==> config.mk <==
export PLATFORM = sky130hd
export DESIGN_NAME = sensor_average_and_linearize
export DESIGN_NICKNAME = d
export VERILOG_FILES = /design/src/sv/sal_pkg.sv /design/src/sv/sensor_average_and_linearize.sv /design/src/sv/sal_fifo.sv /design/src/sv/sal_front.sv /design/src/sv/sal_div.sv /design/src/sv/sal_back.sv
export SDC_FILE = /design/constraint.sdc
export NUM_CORES = 1
export LEC_CHECK = 0
export BUFFER_PORTS_ARGS = -buffer_cell sky130_fd_sc_hd__buf_2
export CAP_MARGIN = 20
export CELL_PAD_IN_SITES_DETAIL_PLACEMENT = 0
export CELL_PAD_IN_SITES_GLOBAL_PLACEMENT = 1
export CORE_MARGIN = 4
export CORE_UTILIZATION = 40
export DETAILED_ROUTE_END_ITERATION = 10
export PLACE_DENSITY = 0.62
export SYNTH_ARGS = -nofsm -noshare
export SYNTH_HDL_FRONTEND = slang
export SYNTH_SLANG_ARGS = --single-unit
==> constraint.sdc <==
create_clock -name clk_i -period 10.9 [get_ports clk_i]
set_input_delay 2.725 -clock clk_i [delete_from_list [all_inputs] [get_ports clk_i]]
set_output_delay 2.725 -clock clk_i [all_outputs]
set_load 0.01 [all_outputs]
==> src/sv/sal_pkg.sv <==
// ----------------------------------------------------------------------------
// sal_pkg
// Shared widths and the distance calibration table for the sensor
// average and linearize block.
// ----------------------------------------------------------------------------
package sal_pkg;

  localparam int ReadW   = 10;
  localparam int TenthW  = 10;
  localparam int ProdW   = ReadW + TenthW;
  localparam int CalSize = 11;
  localparam int CalIdxW = $clog2(CalSize);

  // descending readings with their distances in tenths of a centimeter
  localparam logic [ReadW-1:0] CalReading [CalSize] = '{
    10'd471, 10'd338, 10'd266, 10'd225, 10'd194, 10'd170,
    10'd153, 10'd123, 10'd102, 10'd90,  10'd82
  };

  localparam logic [TenthW-1:0] CalTenths [CalSize] = '{
    10'd100, 10'd150, 10'd200, 10'd250, 10'd300, 10'd350,
    10'd400, 10'd500, 10'd600, 10'd700, 10'd800
  };

endpackage

==> src/sv/sensor_average_and_linearize.sv <==
// ----------------------------------------------------------------------------
// sensor_average_and_linearize
// Moving average of converter samples mapped to distance by piecewise
// linear interpolation over a calibration table.
//
//   channel   handshake        ports
//   input     push / full      sample_i
//   result    pop / empty      filtered_o, distance_tenths_o, in_range_o
//
// The front takes a new sample only when idle again after the ring read,
// update and request push steps. The back works off one request at a time
// (mean, range check, segment search, interpolation), sharing a single
// bit-serial divider between the mean and the interpolation. A two-entry
// queue lets the front go on while the back or the result side stalls.
// Reset clears sum, count and position; no clearing pass.
// ----------------------------------------------------------------------------
module sensor_average_and_linearize #(
  parameter int WINDOW       = 10,
  parameter int TABLE_POINTS = 11
) (
  input  logic                         clk_i,
  input  logic                         rst_ni,
  input  logic                         push,
  output logic                         full,
  input  logic [sal_pkg::ReadW-1:0]    sample_i,
  output logic                         empty,
  input  logic                         pop,
  output logic [sal_pkg::ReadW-1:0]    filtered_o,
  output logic [sal_pkg::TenthW-1:0]   distance_tenths_o,
  output logic                         in_range_o
);

  import sal_pkg::*;

  localparam int ReqW = ReadW + $clog2(WINDOW) + $clog2(WINDOW + 1);

  logic            req_push;
  logic            req_full;
  logic [ReqW-1:0] req_wdata;
  logic            req_pop;
  logic            req_empty;
  logic [ReqW-1:0] req_rdata;

  sal_front #(
    .WINDOW (WINDOW)
  ) u_front (
    .clk_i      (clk_i),
    .rst_ni     (rst_ni),
    .push_i     (push),
    .sample_i   (sample_i),
    .full_o     (full),
    .req_push_o (req_push),
    .req_data_o (req_wdata),
    .req_full_i (req_full)
  );

  sal_fifo #(
    .DataW (ReqW)
  ) u_fifo (
    .clk_i   (clk_i),
    .rst_ni  (rst_ni),
    .push_i  (req_push),
    .data_i  (req_wdata),
    .full_o  (req_full),
    .pop_i   (req_pop),
    .data_o  (req_rdata),
    .empty_o (req_empty)
  );

  sal_back #(
    .WINDOW       (WINDOW),
    .TABLE_POINTS (TABLE_POINTS)
  ) u_back (
    .clk_i             (clk_i),
    .rst_ni            (rst_ni),
    .req_data_i        (req_rdata),
    .req_empty_i       (req_empty),
    .req_pop_o         (req_pop),
    .empty_o           (empty),
    .pop_i             (pop),
    .filtered_o        (filtered_o),
    .distance_tenths_o (distance_tenths_o),
    .in_range_o        (in_range_o)
  );

endmodule

==> src/sv/sal_fifo.sv <==
// ----------------------------------------------------------------------------
// sal_fifo
// Two-entry request queue between the front and the back.
// ----------------------------------------------------------------------------
module sal_fifo #(
  parameter int DataW = 8
) (
  input  logic             clk_i,
  input  logic             rst_ni,
  input  logic             push_i,
  input  logic [DataW-1:0] data_i,
  output logic             full_o,
  input  logic             pop_i,
  output logic [DataW-1:0] data_o,
  output logic             empty_o
);

  logic [DataW-1:0] entry_q [2];
  logic             wr_ptr_q, wr_ptr_d;
  logic             rd_ptr_q, rd_ptr_d;
  logic [1:0]       cnt_q, cnt_d;
  logic             do_push, do_pop;

  assign full_o  = (cnt_q == 2'd2);
  assign empty_o = (cnt_q == 2'd0);
  assign data_o  = entry_q[rd_ptr_q];
  assign do_push = push_i && !full_o;
  assign do_pop  = pop_i && !empty_o;

  always_comb begin
    wr_ptr_d = do_push ? ~wr_ptr_q : wr_ptr_q;
    rd_ptr_d = do_pop ? ~rd_ptr_q : rd_ptr_q;
    cnt_d    = cnt_q;
    if (do_push && !do_pop) begin
      cnt_d = cnt_q + 2'd1;
    end else if (do_pop && !do_push) begin
      cnt_d = cnt_q - 2'd1;
    end
  end

  always_ff @(posedge clk_i or negedge rst_ni) begin
    if (!rst_ni) begin
      wr_ptr_q <= 1'b0;
      rd_ptr_q <= 1'b0;
      cnt_q    <= 2'd0;
    end else begin
      wr_ptr_q <= wr_ptr_d;
      rd_ptr_q <= rd_ptr_d;
      cnt_q    <= cnt_d;
    end
  end

  always_ff @(posedge clk_i) begin
    if (do_push) begin
      entry_q[wr_ptr_q] <= data_i;
    end
  end

endmodule

==> src/sv/sal_front.sv <==
// ----------------------------------------------------------------------------
// sal_front
// Takes samples, keeps the sample ring, running sum and fill count, and
// queues a divide request of sum and count for each sample.
// ----------------------------------------------------------------------------
module sal_front #(
  parameter int WINDOW = 10
) (
  input  logic                                    clk_i,
  input  logic                                    rst_ni,
  input  logic                                    push_i,
  input  logic [sal_pkg::ReadW-1:0]               sample_i,
  output logic                                    full_o,
  output logic                                    req_push_o,
  output logic [sal_pkg::ReadW+$clog2(WINDOW)+$clog2(WINDOW+1)-1:0] req_data_o,
  input  logic                                    req_full_i
);

  import sal_pkg::*;

  localparam int SumW = ReadW + $clog2(WINDOW);
  localparam int CntW = $clog2(WINDOW + 1);
  localparam int PosW = (WINDOW > 1) ? $clog2(WINDOW) : 1;

  typedef enum logic [1:0] {
    F_IDLE,
    F_READ,
    F_UPDATE,
    F_PUSH
  } front_state_e;

  front_state_e     state_q;
  logic [ReadW-1:0] ring_q [WINDOW];
  logic [ReadW-1:0] sample_q;
  logic [ReadW-1:0] old_q;
  logic [SumW-1:0]  sum_q;
  logic [CntW-1:0]  cnt_q;
  logic [PosW-1:0]  pos_q;
  logic             ring_full;

  assign full_o     = (state_q != F_IDLE);
  assign req_push_o = (state_q == F_PUSH);
  assign req_data_o = {sum_q, cnt_q};
  assign ring_full  = (cnt_q == CntW'(WINDOW));

  always_ff @(posedge clk_i or negedge rst_ni) begin
    if (!rst_ni) begin
      state_q <= F_IDLE;
      sum_q   <= '0;
      cnt_q   <= '0;
      pos_q   <= '0;
    end else begin
      case (state_q)
        F_IDLE: begin
          if (push_i) begin
            state_q <= F_READ;
          end
        end
        F_READ: begin
          state_q <= F_UPDATE;
        end
        F_UPDATE: begin
          if (ring_full) begin
            sum_q <= sum_q - SumW'(old_q) + SumW'(sample_q);
          end else begin
            sum_q <= sum_q + SumW'(sample_q);
            cnt_q <= cnt_q + 1'b1;
          end
          if (pos_q == PosW'(WINDOW - 1)) begin
            pos_q <= '0;
          end else begin
            pos_q <= pos_q + 1'b1;
          end
          state_q <= F_PUSH;
        end
        F_PUSH: begin
          if (!req_full_i) begin
            state_q <= F_IDLE;
          end
        end
        default: begin
          state_q <= F_IDLE;
        end
      endcase
    end
  end

  always_ff @(posedge clk_i) begin
    if (state_q == F_IDLE && push_i) begin
      sample_q <= sample_i;
    end
    if (state_q == F_READ) begin
      old_q <= ring_q[pos_q];
    end
    if (state_q == F_UPDATE) begin
      ring_q[pos_q] <= sample_q;
    end
  end

endmodule

==> src/sv/sal_div.sv <==
// ----------------------------------------------------------------------------
// sal_div
// Restoring divider, one quotient bit per cycle.
// ----------------------------------------------------------------------------
module sal_div #(
  parameter int NumW = 20,
  parameter int DenW = 10
) (
  input  logic            clk_i,
  input  logic            rst_ni,
  input  logic            start_i,
  input  logic [NumW-1:0] num_i,
  input  logic [DenW-1:0] den_i,
  output logic            done_o,
  output logic [NumW-1:0] quo_o
);

  localparam int StepW = $clog2(NumW + 1);

  logic [StepW-1:0] step_q;
  logic             done_q;
  logic [NumW-1:0]  num_q;
  logic [NumW-1:0]  quo_q;
  logic [DenW-1:0]  den_q;
  logic [DenW-1:0]  rem_q;
  logic [DenW:0]    rem_shift;
  logic [DenW:0]    rem_sub;
  logic             fits;

  assign done_o = done_q;
  assign quo_o  = quo_q;

  always_comb begin
    rem_shift = {rem_q, num_q[NumW-1]};
    rem_sub   = rem_shift - {1'b0, den_q};
    fits      = (rem_shift >= {1'b0, den_q});
  end

  always_ff @(posedge clk_i or negedge rst_ni) begin
    if (!rst_ni) begin
      step_q <= '0;
      done_q <= 1'b0;
    end else begin
      done_q <= 1'b0;
      if (start_i) begin
        step_q <= StepW'(NumW);
      end else if (step_q != '0) begin
        step_q <= step_q - 1'b1;
        done_q <= (step_q == StepW'(1));
      end
    end
  end

  always_ff @(posedge clk_i) begin
    if (start_i) begin
      num_q <= num_i;
      den_q <= den_i;
      rem_q <= '0;
      quo_q <= '0;
    end else if (step_q != '0) begin
      num_q <= {num_q[NumW-2:0], 1'b0};
      quo_q <= {quo_q[NumW-2:0], fits};
      rem_q <= fits ? rem_sub[DenW-1:0] : rem_shift[DenW-1:0];
    end
  end

endmodule

==> src/sv/sal_back.sv <==
// ----------------------------------------------------------------------------
// sal_back
// Works off queued requests: rounded mean by division, segment search in
// the calibration table, interpolation, and the result register.
// ----------------------------------------------------------------------------
module sal_back #(
  parameter int WINDOW       = 10,
  parameter int TABLE_POINTS = 11
) (
  input  logic                                    clk_i,
  input  logic                                    rst_ni,
  input  logic [sal_pkg::ReadW+$clog2(WINDOW)+$clog2(WINDOW+1)-1:0] req_data_i,
  input  logic                                    req_empty_i,
  output logic                                    req_pop_o,
  output logic                                    empty_o,
  input  logic                                    pop_i,
  output logic [sal_pkg::ReadW-1:0]               filtered_o,
  output logic [sal_pkg::TenthW-1:0]              distance_tenths_o,
  output logic                                    in_range_o
);

  import sal_pkg::*;

  localparam int SumW    = ReadW + $clog2(WINDOW);
  localparam int CntW    = $clog2(WINDOW + 1);
  localparam int DivNW   = (SumW > ProdW) ? SumW : ProdW;
  localparam int DivDW   = (CntW > ReadW) ? CntW : ReadW;
  localparam int UsedPts = (TABLE_POINTS < CalSize) ? TABLE_POINTS : CalSize;
  localparam int SegW    = $clog2(UsedPts);
  localparam logic [CalIdxW-1:0] LastIdx = CalIdxW'(UsedPts - 1);

  typedef enum logic [2:0] {
    B_IDLE,
    B_MEAN,
    B_RANGE,
    B_SEARCH,
    B_MUL,
    B_INTERP,
    B_OUT
  } back_state_e;

  back_state_e       state_q;
  logic              out_valid_q;
  logic [ReadW-1:0]  mean_q;
  logic [TenthW-1:0] dist_q;
  logic              ok_q;
  logic [SegW-1:0]   seg_q;
  logic [ProdW-1:0]  prod_q;
  logic [ReadW-1:0]  span_q;
  logic [TenthW-1:0] near_q;

  logic [SumW-1:0]   job_sum;
  logic [CntW-1:0]   job_cnt;
  logic [SegW-1:0]   seg_nx;
  logic [ReadW-1:0]  hi_c, lo_c;
  logic [TenthW-1:0] dn_c, df_c;
  logic [ReadW-1:0]  dv_c;
  logic [TenthW-1:0] dt_c;
  logic [ProdW-1:0]  prod_c;

  logic              div_start;
  logic [DivNW-1:0]  div_num;
  logic [DivDW-1:0]  div_den;
  logic              div_done;
  logic [DivNW-1:0]  div_quo;

  assign {job_sum, job_cnt} = req_data_i;
  assign req_pop_o = (state_q == B_IDLE) && !req_empty_i;
  assign div_start = req_pop_o || (state_q == B_MUL);
  assign empty_o   = !out_valid_q;

  always_comb begin
    if (state_q == B_IDLE) begin
      div_num = DivNW'(job_sum + SumW'(job_cnt >> 1));
      div_den = DivDW'(job_cnt);
    end else begin
      div_num = DivNW'(prod_q);
      div_den = DivDW'(span_q);
    end
  end

  always_comb begin
    seg_nx = seg_q + 1'b1;
    hi_c   = CalReading[CalIdxW'(seg_q)];
    lo_c   = CalReading[CalIdxW'(seg_nx)];
    dn_c   = CalTenths[CalIdxW'(seg_q)];
    df_c   = CalTenths[CalIdxW'(seg_nx)];
    dv_c   = hi_c - mean_q;
    dt_c   = df_c - dn_c;
    prod_c = ProdW'(dv_c) * ProdW'(dt_c);
  end

  sal_div #(
    .NumW (DivNW),
    .DenW (DivDW)
  ) u_div (
    .clk_i   (clk_i),
    .rst_ni  (rst_ni),
    .start_i (div_start),
    .num_i   (div_num),
    .den_i   (div_den),
    .done_o  (div_done),
    .quo_o   (div_quo)
  );

  always_ff @(posedge clk_i or negedge rst_ni) begin
    if (!rst_ni) begin
      state_q           <= B_IDLE;
      out_valid_q       <= 1'b0;
      filtered_o        <= '0;
      distance_tenths_o <= '0;
      in_range_o        <= 1'b0;
    end else begin
      if (pop_i && out_valid_q && state_q != B_OUT) begin
        out_valid_q <= 1'b0;
      end
      case (state_q)
        B_IDLE: begin
          if (!req_empty_i) begin
            state_q <= B_MEAN;
          end
        end
        B_MEAN: begin
          if (div_done) begin
            state_q <= B_RANGE;
          end
        end
        B_RANGE: begin
          if (mean_q > CalReading[0] || mean_q < CalReading[LastIdx]) begin
            state_q <= B_OUT;
          end else begin
            state_q <= B_SEARCH;
          end
        end
        B_SEARCH: begin
          if (mean_q >= lo_c) begin
            state_q <= B_MUL;
          end
        end
        B_MUL: begin
          state_q <= B_INTERP;
        end
        B_INTERP: begin
          if (div_done) begin
            state_q <= B_OUT;
          end
        end
        B_OUT: begin
          if (!out_valid_q || pop_i) begin
            out_valid_q       <= 1'b1;
            filtered_o        <= mean_q;
            distance_tenths_o <= dist_q;
            in_range_o        <= ok_q;
            state_q           <= B_IDLE;
          end
        end
        default: begin
          state_q <= B_IDLE;
        end
      endcase
    end
  end

  always_ff @(posedge clk_i) begin
    if (state_q == B_MEAN && div_done) begin
      mean_q <= div_quo[ReadW-1:0];
    end
    if (state_q == B_RANGE) begin
      seg_q  <= '0;
      ok_q   <= 1'b0;
      dist_q <= '0;
    end
    if (state_q == B_SEARCH) begin
      if (mean_q >= lo_c) begin
        prod_q <= prod_c;
        span_q <= hi_c - lo_c;
        near_q <= dn_c;
      end else begin
        seg_q <= seg_nx;
      end
    end
    if (state_q == B_INTERP && div_done) begin
      dist_q <= near_q + div_quo[TenthW-1:0];
      ok_q   <= 1'b1;
    end
  end

endmodule

== Word level (Yosys, flattened, before mapping) ==
Memories as Yosys holds them, arrays and structs flattened. A register that Yosys moved wholly into a read port is not among the register bits.
Cells that the tools add are included.

* Multiplexer cells: 43
* Div/mod/pow operators: 0
* $add $sub $neg: 15
* Reductions and logical operators: 31
* Multiply operators: 1
* $lt $le $gt $ge: 6
* Bitwise logic cells: 5
* Equality and inequality tests: 21
* Shift operators: 0

{| class="wikitable"
|+ Operator list
! operator !! count
|-
| $mux W10 || 11
|-
| $mux W20 || 3
|-
| $sub A10 B10 Y10 || 4
|-
| $add A14 B10 Y14 || 2
|-
| $pmux W3 S7 || 1
|-
| $mul A10 B10 Y20 || 1
|-
| $mux W4 || 5
|-
| $mux W3 || 6
|-
| $add A14 B3 Y15 || 1
|-
| $mux W14 || 1
|-
| $sub A14 B10 Y14 || 1
|-
| $add A4 B1 Y4 const B || 3
|-
| $ge A11 B10 Y1 || 1
|-
| $add A10 B10 Y10 || 1
|-
| $ge A10 B10 Y1 || 1
|-
| $ge A5 B5 Y1 const B || 2
|-
| $gt A10 B9 Y1 const B || 1
|-
| $logic_and A1 B1 Y1 || 10
|-
| $lt A10 B7 Y1 const B || 1
|-
| $mux W5 || 2
|-
| $ne A2 B2 Y1 const B || 5
|-
| $not A4 Y5 || 2
|-
| $eq A3 B3 Y1 const B || 3
|-
| $mux W1 || 9
|-
| 22 further kinds || 45
|}

* ROM bits: 640
* Input bits: 14
* Output and inout port bits: 23
* Memories kept: 6
* Latch bits: 0
* Memory bits (writable): 136
* Flip-flop bits (word level): 184

{| class="wikitable"
|+ Memory list
! name !! words !! bits a word !! read ports !! clocked after Yosys merged registers in !! wr ports !! RTL line !! RTL
|-
| (name not given) || 16 || 10 || 1 || 0 || 0 || sal_back.sv:84 || <nowiki>hi_c = CalReading[CalIdxW'(seg_q)];</nowiki>
|-
| (name not given) || 16 || 10 || 1 || 0 || 0 || sal_back.sv:85 || <nowiki>lo_c = CalReading[CalIdxW'(seg_nx)];</nowiki>
|-
| (name not given) || 16 || 10 || 1 || 0 || 0 || sal_back.sv:86 || <nowiki>dn_c = CalTenths[CalIdxW'(seg_q)];</nowiki>
|-
| (name not given) || 16 || 10 || 1 || 0 || 0 || sal_back.sv:87 || <nowiki>df_c = CalTenths[CalIdxW'(seg_nx)];</nowiki>
|-
| u_front.ring_q || 10 || 10 || 1 || 1 || 1 || sal_front.sv:33 || <nowiki>logic [ReadW-1:0] ring_q [WINDOW];</nowiki>
|-
| u_fifo.entry_q || 2 || 18 || 1 || 0 || 1 || sal_fifo.sv:18 || <nowiki>logic [DataW-1:0] entry_q [2];</nowiki>
|}

== Logic depth before layout (Yosys ltp) ==
Gate-level depths: netlist (run 1).

* Depth in word-level cells: 8
* Gate-level depth with buffers: 32

== By module ==
A second synthesis (run 1) with hierarchy kept.

* Cells, all modules: 1806
* Area, all modules: 20493.4 um2

{| class="wikitable"
|+ Modules (own cells, without submodules)
! module !! cells an instance !! area each (um2) !! times used
|-
| sal_back || 916 || 8755.9 || 1
|-
| sal_front || 506 || 7041.8 || 1
|-
| sal_div || 309 || 3150.5 || 1
|-
| sal_fifo || 75 || 1545.2 || 1
|}

== Worst setup path before layout (run 1) ==
OpenSTA, ideal clock, no wires.

* Path kind: register to register
* From: register u_back.seg_q[1]
* To: register u_back.prod_q[18], data pin
* Stages on the path, launching flop included: 28
* Setup slack: 2.922 ns
* Arrival: 7.720 ns
* Cells stage by stage: dfxtp_1 > ha_1 > nand2_1 > xnor2_1 > clkbuf_1 > o21ai_0 > fa_1 > a21o_1 > a21oi_2 > o211ai_1 > a21o_1 > a21oi_1 > xor2_2 > or2_2 > fa_1 > fa_1 > inv_1 > fa_1 > fa_1 > ha_1 > ha_1 > o21ai_0 > nor2_1 > or2_1 > or3_1 > a41o_1 > o41a_1 > xor2_1

* Cells in the longest elaborated chain, start to end: 7
* Elaborated cells between the ends (all ways): 15
* Those cells by class: add/sub: 3; mul: 1; mux: 6; bitwise: 2; memory: 3

{| class="wikitable"
|+ Ends and longest elaborated chain
! what !! RTL line !! RTL
|-
| start, declared || sal_back.sv:47 || <nowiki>logic [SegW-1:0] seg_q;</nowiki>
|-
| start signal, assigned || sal_back.sv:179 || <nowiki>seg_q <= seg_nx;</nowiki>
|-
| $add A4 B1 Y4 || sal_back.sv:83 || <nowiki>seg_nx = seg_q + 1'b1;</nowiki>
|-
| $not A4 Y5 (implied by the code) || sal_back.sv:87 ||
|-
| $mem_v2 Z16 W10 || - ||
|-
| $mux W10 (implied by the code) (2 in series) || sal_back.sv:87 ||
|-
| $sub A10 B10 Y10 || sal_back.sv:89 || <nowiki>dt_c = df_c - dn_c;</nowiki>
|-
| $mul A10 B10 Y20 (*) || sal_back.sv:90 || <nowiki>prod_c = ProdW'(dv_c) * ProdW'(dt_c);</nowiki>
|-
| net u_back.prod_c[18] || sal_back.sv:59 || <nowiki>logic [ProdW-1:0] prod_c;</nowiki>
|-
| end signal, assigned || sal_back.sv:175 || <nowiki>prod_q <= prod_c;</nowiki>
|-
| end, declared || sal_back.sv:48 || <nowiki>logic [ProdW-1:0] prod_q;</nowiki>
|}

Mark *: on every way through the listed nets, which the timed path passes. The rest lies on a longest branch. The select of a mux whose other input is x is not followed.
A chain may end at the register's enable or synchronous reset.

== Final worst setup path (run 1) ==
* From: register u_back.seg_q[0]
* To: register u_back.prod_q[18], data pin

Same word-level chain as after synthesis.

==> impl_metrics.csv, run 1 <==
group,metric,value,unit
detailed_routing,first_pass_iters,5,
timing,fin_skew,0.0213,ns
setup_path,reg2reg_slack,2.14,ns
die,core_area,48100,µm²
cts,cts-root-buf,"clkbuf_16",
placement,io_buffers,36,
timing,fin_crit,8.76,ns
detailed_routing,wl_per_cell,17.9,µm
timing,setup_violations,0,
cts,clock_sinks,328,
global_routing,grt_pass1_wl,71800,µm
synthesis,synth_ff_type,"edfxtp_1",
synthesis,synth-seq-cells,328,
timing,worstMarginPinSlew,1.04,ns
timing,drv_slew,0,
synthesis,synth_warnings,0,
synthesis,yosysTopAreaCell,"edfxtp_1",
timing,finalHoldViolations,0,
global_routing,gr-total-overflow,0,
cts,cts_setup_buffers,0,
timing,period_share,80.4,%
final_layout,final_common_cell,"edfxtp_1",
global_routing,grt_max_degree,60,
synthesis,synth_cells,1723,
final_layout,multiInputGateArea,9530,µm²
synthesis,synth_area_leaders,"edfxtp_1 (37%), ha_1 (9.9%), fa_1 (7.5%), dfrtp_1 (7.5%), inv_1 (3.3%)",
timing,tns,0,ns
cts,cts_buffers,38,
cts,clock_latency,0.56,ns
synthesis,async_reset_ff_share,18.0,%
final_layout,drive_gt1_share,10.8,%
detailed_routing,postRouteAntennaNets,0,
detailed_routing,wl,43900,µm
setup_path,critPathKind,"reg -> reg",
setup_path,worstPathArrival,9.07,ns
die,top_level_ports,37,
synthesis,synth_top_area_share,37.3,%
final_layout,final_cell_mix,"edfxtp_1 (244), inv_1 (171), ha_1 (155)",
detailed_routing,drc,0,
final_layout,antennaDiodeCount,0,
detailed_routing,via_per_inst,5.12,
setup_path,critPathCaptureType,"flip-flop",
timing,timing.fmax,114,MHz
die,row_count,80,
detailed_routing,dr.max_layer_used,"met4",
setup_path,required,11.21,ns
die,die_area,52800,µm²
detailed_routing,route.vias.total,12500,
die,floorplan.initialDensity,40.8,%
final_layout,areaGrowthSynthToFinish,11.3,%
synthesis,synth_cell_type_count,76,
detailed_routing,dr_wl_met3,1390,µm
synthesis,netlist_area,19700,µm²
placement,dp_hpwl,32400,µm
worst_hold_path,hold_class,"reg -> reg",
cts,path_clk_slew,0.07,ns
cts,post_cts_resized,0,
cts,h-tree-depth,2,
final_layout,final_nets,2005,
global_routing,grt_usage,16.8,%
global_routing,antenna_found_initial,0,
synthesis,synth_edf_count,244,
final_layout,seq_area,9310,µm²
cts,tritoncts,"done",
die,die_w,230,µm
synthesis,synth-seq-area-share,47.3,%
setup_path,crit_fanout,18,
die,die_h,230,µm
global_routing,grt_pass1_vias,12800,
detailed_routing,dr.first_iter.drc_count,679,
detailed_routing,met1Wirelength,20200,µm
detailed_routing,dr_wl_met2,21400,µm
placement,gp_congestion,0.814,
timing,rsz0062_at_grt,"false",
flow_run,cap_violations,0,
timing,slew_headroom,30.2,%
cts,cts_hold_buffers,0,
synthesis,syn-num-nets,1966,
setup_path,startpoint_type,"flip-flop",
cts,clockBufferDepth,3,
synthesis,synth.avg_cell_area,11.4,µm²
status,status,"complete, no violations",
final_layout,fill_cells,4450,
[synth_stat cells (all sizes together), types with 18 or more instances]
master and instances:
dfrtp 59, clkbuf 40, o21a 20, fa 74, a21oi 92, or2 18
dfxtp 25, a21o 21, mux2 32, o21ai 85, nand2 114, xor2 37
xnor2 52, nor2 134, edfxtp 244, nor2b 45, inv 171, nand2b 31
mux2i 27, ha 155, a211oi 22, nor3 34, mux4 20
[registers in the layout (all words and copies together), names as in the netlist, 5 cells and up]
signal,flops
u_back.u_div.den_q,10
u_back.dist_q,10
u_fifo.entry_q,36
u_back.u_div.num_q,20
u_back.span_q,10
u_front.sum_q,14
u_back.near_q,9
u_back.distance_tenths_o,10
u_front.sample_q,10
u_back.u_div.quo_o,10
u_back.u_div.rem_q,10
u_front.old_q,10
u_front.ring_q,100
u_back.filtered_o,10
u_back.mean_q,10
u_back.prod_q,19
u_back.u_div.step_q,5
[layout make-up]
class / instances / share of cell area (%)
Clock buffer: 51 / 4.66
Clock inverter: 19 / 1.10
Inverter: 171 / 2.93
Multi-Input combinational cell: 1167 / 43.5
Sequential cell: 328 / 42.5
Tap cell: 656 / 3.75
Timing Repair Buffer: 56 / 1.51
[critical path, stage by stage, from the launching register on]
cell and delay [ns]:
dfxtp_1 0.71, ha_1 0.49, ha_1 0.52, nand2_1 0.18, o21ai_0 0.08, o21ai_0 0.32, ha_1 0.31, a21o_1 0.16
a21o_1 0.19, a31oi_1 0.22, nor2b_1 0.19, xor2_1 0.71, nand2b_1 0.23, fa_1 0.43, fa_1 0.50, inv_1 0.06
fa_1 0.52, fa_1 0.51, ha_1 0.31, ha_1 0.34, o21ai_0 0.18, nor2_1 0.07, or2_1 0.22, or3_1 0.34
a41o_1 0.26, o41a_1 0.33, xor2_1 0.14
[path summary, 6_finish.rpt]
path | startpoint | to | depth (start not counted)
max in group asynchronous | rst_ni | u_front.pos_q[0] | 2
max | u_back.seg_q[0] | u_back.prod_q[18] | 26
max reg2reg | u_back.seg_q[0] | u_back.prod_q[18] | 26
min reg2reg | u_back.ok_q | u_back.ok_q | 2
min in group asynchronous | rst_ni | u_fifo.rd_ptr_q | 2
min | u_back.ok_q | u_back.ok_q | 2
[kinds of logic (layout without fill, tap and decap cells)]
group / after synthesis / count (layout) / share of synthesized area, %
xor+xnor: 89 / 89 / 4.00
buf+inv: 228 / 297 / 4.41
fa+ha+maj: 229 / 229 / 17.4
mux: 79 / 79 / 5.50
compound gates: 326 / 326 / 10.6
flops: 328 / 328 / 47.3
simple gates: 444 / 444 / 10.8
[per-stage QoR]
step | util, % | worst slack (ns) | hold slack, ns | cell area [µm²] | instances
floorplan | - | 2.92 | 0.406 | 19700 | 1723
global placement | 42.8 | 2.31 | 0.436 | 20600 | 2378
detailed placement | 42.8 | 2.19 | 0.441 | 20600 | 2378
CTS | 45.5 | 2.16 | 0.451 | 21900 | 2448
global route | 45.5 | 1.56 | 0.490 | 21900 | 2448
finish | 45.5 | 2.14 | 0.445 | 21900 | 2448
[per-layer routing]
layer	vias to the layer above	GRT usage (%)
met5	-	0
met4	0	3.67
met3	60	2.40
met2	195	28.6
met1	6105	23.1
li1	6172	-
Power of run 1 is not shown: default switching activity piles up to over one toggle a cycle in this logic, so the estimate is an artifact.
==> run 2, diff against run 1 <==
==> constraint.sdc (replaced) <==
create_clock -name clk_i -period 8.4 [get_ports clk_i]
set_input_delay 2.1 -clock clk_i [delete_from_list [all_inputs] [get_ports clk_i]]
set_output_delay 2.1 -clock clk_i [all_outputs]
set_load 0.01 [all_outputs]
==> impl_metrics.csv, run 2 (synthesized netlist as in run 1, its figures left out) <==
group,metric,value,unit
status,status,"complete, no violations",
final_layout,top_register,"u_front.ring_q",
final_layout,areaGrowthSynthToFinish,12.6,%
final_layout,largest_reg_flops,100,
global_routing,grt_pass1_wl,71100,µm
die,core_area,48100,µm²
die,floorplan.initialDensity,40.8,%
cts,cts_buffers,39,
placement,gp_congestion,0.844,
cts,cts-root-buf,"clkbuf_16",
setup_path,max_stage_delay,0.56,ns
setup_path,critPathCaptureType,"flip-flop",
global_routing,grt_pass1_vias,12700,
timing,timing.hold.ws,0.446,ns
global_routing,grt_usage,16.7,%
final_layout,post-route-util,46.0,%
global_routing,gr-total-overflow,0,
timing,fin_crit,7.92,ns
final_layout,drive_gt1_share,12.3,%
timing,fin_skew,0.0357,ns
setup_path,crit_top_cell,"fa_1",
timing,tns,0,ns
timing,rsz0062_at_grt,"false",
final_layout,fill_cells,4468,
cts,clock_sinks,328,
timing,finalHoldViolations,0,
detailed_routing,wl,43900,µm
die,top_level_ports,37,
detailed_routing,wl_per_cell,17.8,µm
final_layout,final_nets,2028,
placement,dp_hpwl,32500,µm
setup_path,slowest_stage,"fa_1",
timing,slew_headroom,27.5,%
detailed_routing,first_pass_iters,5,
cts,cts_hold_buffers,0,
die,die_h,230,µm
setup_path,required,8.70,ns
flow_run,cap_violations,0,
setup_path,critPathKind,"reg -> reg",
timing,setup_violations,0,
placement,io_buffers,36,
timing,worstMarginPinSlew,1.09,ns
die,die_area,52800,µm²
global_routing,grt_max_degree,60,
cts,h-tree-depth,2,
cts,clockBufferDepth,3,
worst_hold_path,hold_class,"reg -> reg",
cts,path_clk_slew,0.07,ns
detailed_routing,drc,0,
detailed_routing,dr.first_iter.drc_count,654,
setup_path,worstPathArrival,8.22,ns
setup_path,startpoint_type,"flip-flop",
die,die_w,230,µm
final_layout,reg.largest.list,"u_front.ring_q (100), u_fifo.entry_q (36), u_back.u_div.num_q (20)",
detailed_routing,via_per_inst,5.12,
setup_path,crit_fanout,18,
timing,period_share,94.3,%
global_routing,antenna_found_initial,0,
detailed_routing,route.vias.total,12600,
die,row_count,80,
final_layout,final_cell_mix,"edfxtp_1 (244), inv_1 (171), ha_1 (154)",
detailed_routing,postRouteAntennaNets,0,
cts,tritoncts,"done",
timing,drv_slew,0,
cts,clock_latency,0.57,ns
final_layout,antennaDiodeCount,0,
timing,timing.fmax,126,MHz
cts,cts_setup_buffers,0,
final_layout,final_common_cell,"edfxtp_1",
-- run 2: cell types whose count changed in the layout (fill, tap and decap cells not counted), moves of 3 or more --
cell | previous run | this run
buf_4 | 20 | 39
clkbuf_1 | 11 | 6
clkbuf_8 | 2 | 5
clkinv_2 | 6 | 9
-- run 2: cell type report --
cell class	instances	area, µm²	area share, %
inverter	171	642	2.90
sequential	328	9310	42.0
clock buffer	50	1070	4.82
clock inverter	20	250	1.13
timing repair buffer	78	532	2.40
multi-input combinational	1167	9530	43.0
tap	656	821	3.71
-- run 2: critical path, delay by kind of cell, from the launching register on --
kind                     cells  cell delay [ns]
AND/OR/NAND/NOR              6             1.09
adder cells (fa/ha/maj)     10             3.85
AO/OA/AOI/OAI                9             1.81
flip-flops                   1             0.54
XOR/XNOR                     2             0.26
buffers and inverters        2             0.12
-- run 2: final timing paths --
path | from | end | slack [ns] | cells past startpoint
max | u_back.seg_q[0] | u_back.prod_q[18] | 0.48 | 29
min | u_back.ok_q | u_back.ok_q | 0.45 | 2
max reg2reg | u_back.seg_q[0] | u_back.prod_q[18] | 0.48 | 29
min reg2reg | u_back.ok_q | u_back.ok_q | 0.45 | 2
max in group asynchronous | rst_ni | u_front.pos_q[0] | 5.96 | 2
min in group asynchronous | rst_ni | u_back.filtered_o[0] | 1.75 | 2
-- run 2: layer usage --
metal | up-vias | routed length (µm) | GRT usage [%]
li1 | 6205 | - | -
met1 | 6221 | 20700 | 23.1
met2 | 169 | 21200 | 28.2
met3 | 53 | 1190 | 2.35
met4 | 0 | 817 | 3.71
met5 | - | 0 | 0
-- run 2: what timing repair did --
action | CTS | global route
endpoints found under the hold margin | 0 | 0
endpoints found under the setup margin | 0 | 3
resized for setup | 0 | 3
-- run 2: through the flow --
stage | setup slack (ns) | cells | instance area (µm²)
after floorplan | 0.422 | 1723 | 19700
after global placement | 0.254 | 2397 | 20800
after detailed placement | 0.240 | 2398 | 20800
after CTS | 0.175 | 2468 | 22100
after global routing | 0.00446 | 2470 | 22200
final | 0.480 | 2470 | 22200
Power of run 2 is left out for the same reason.
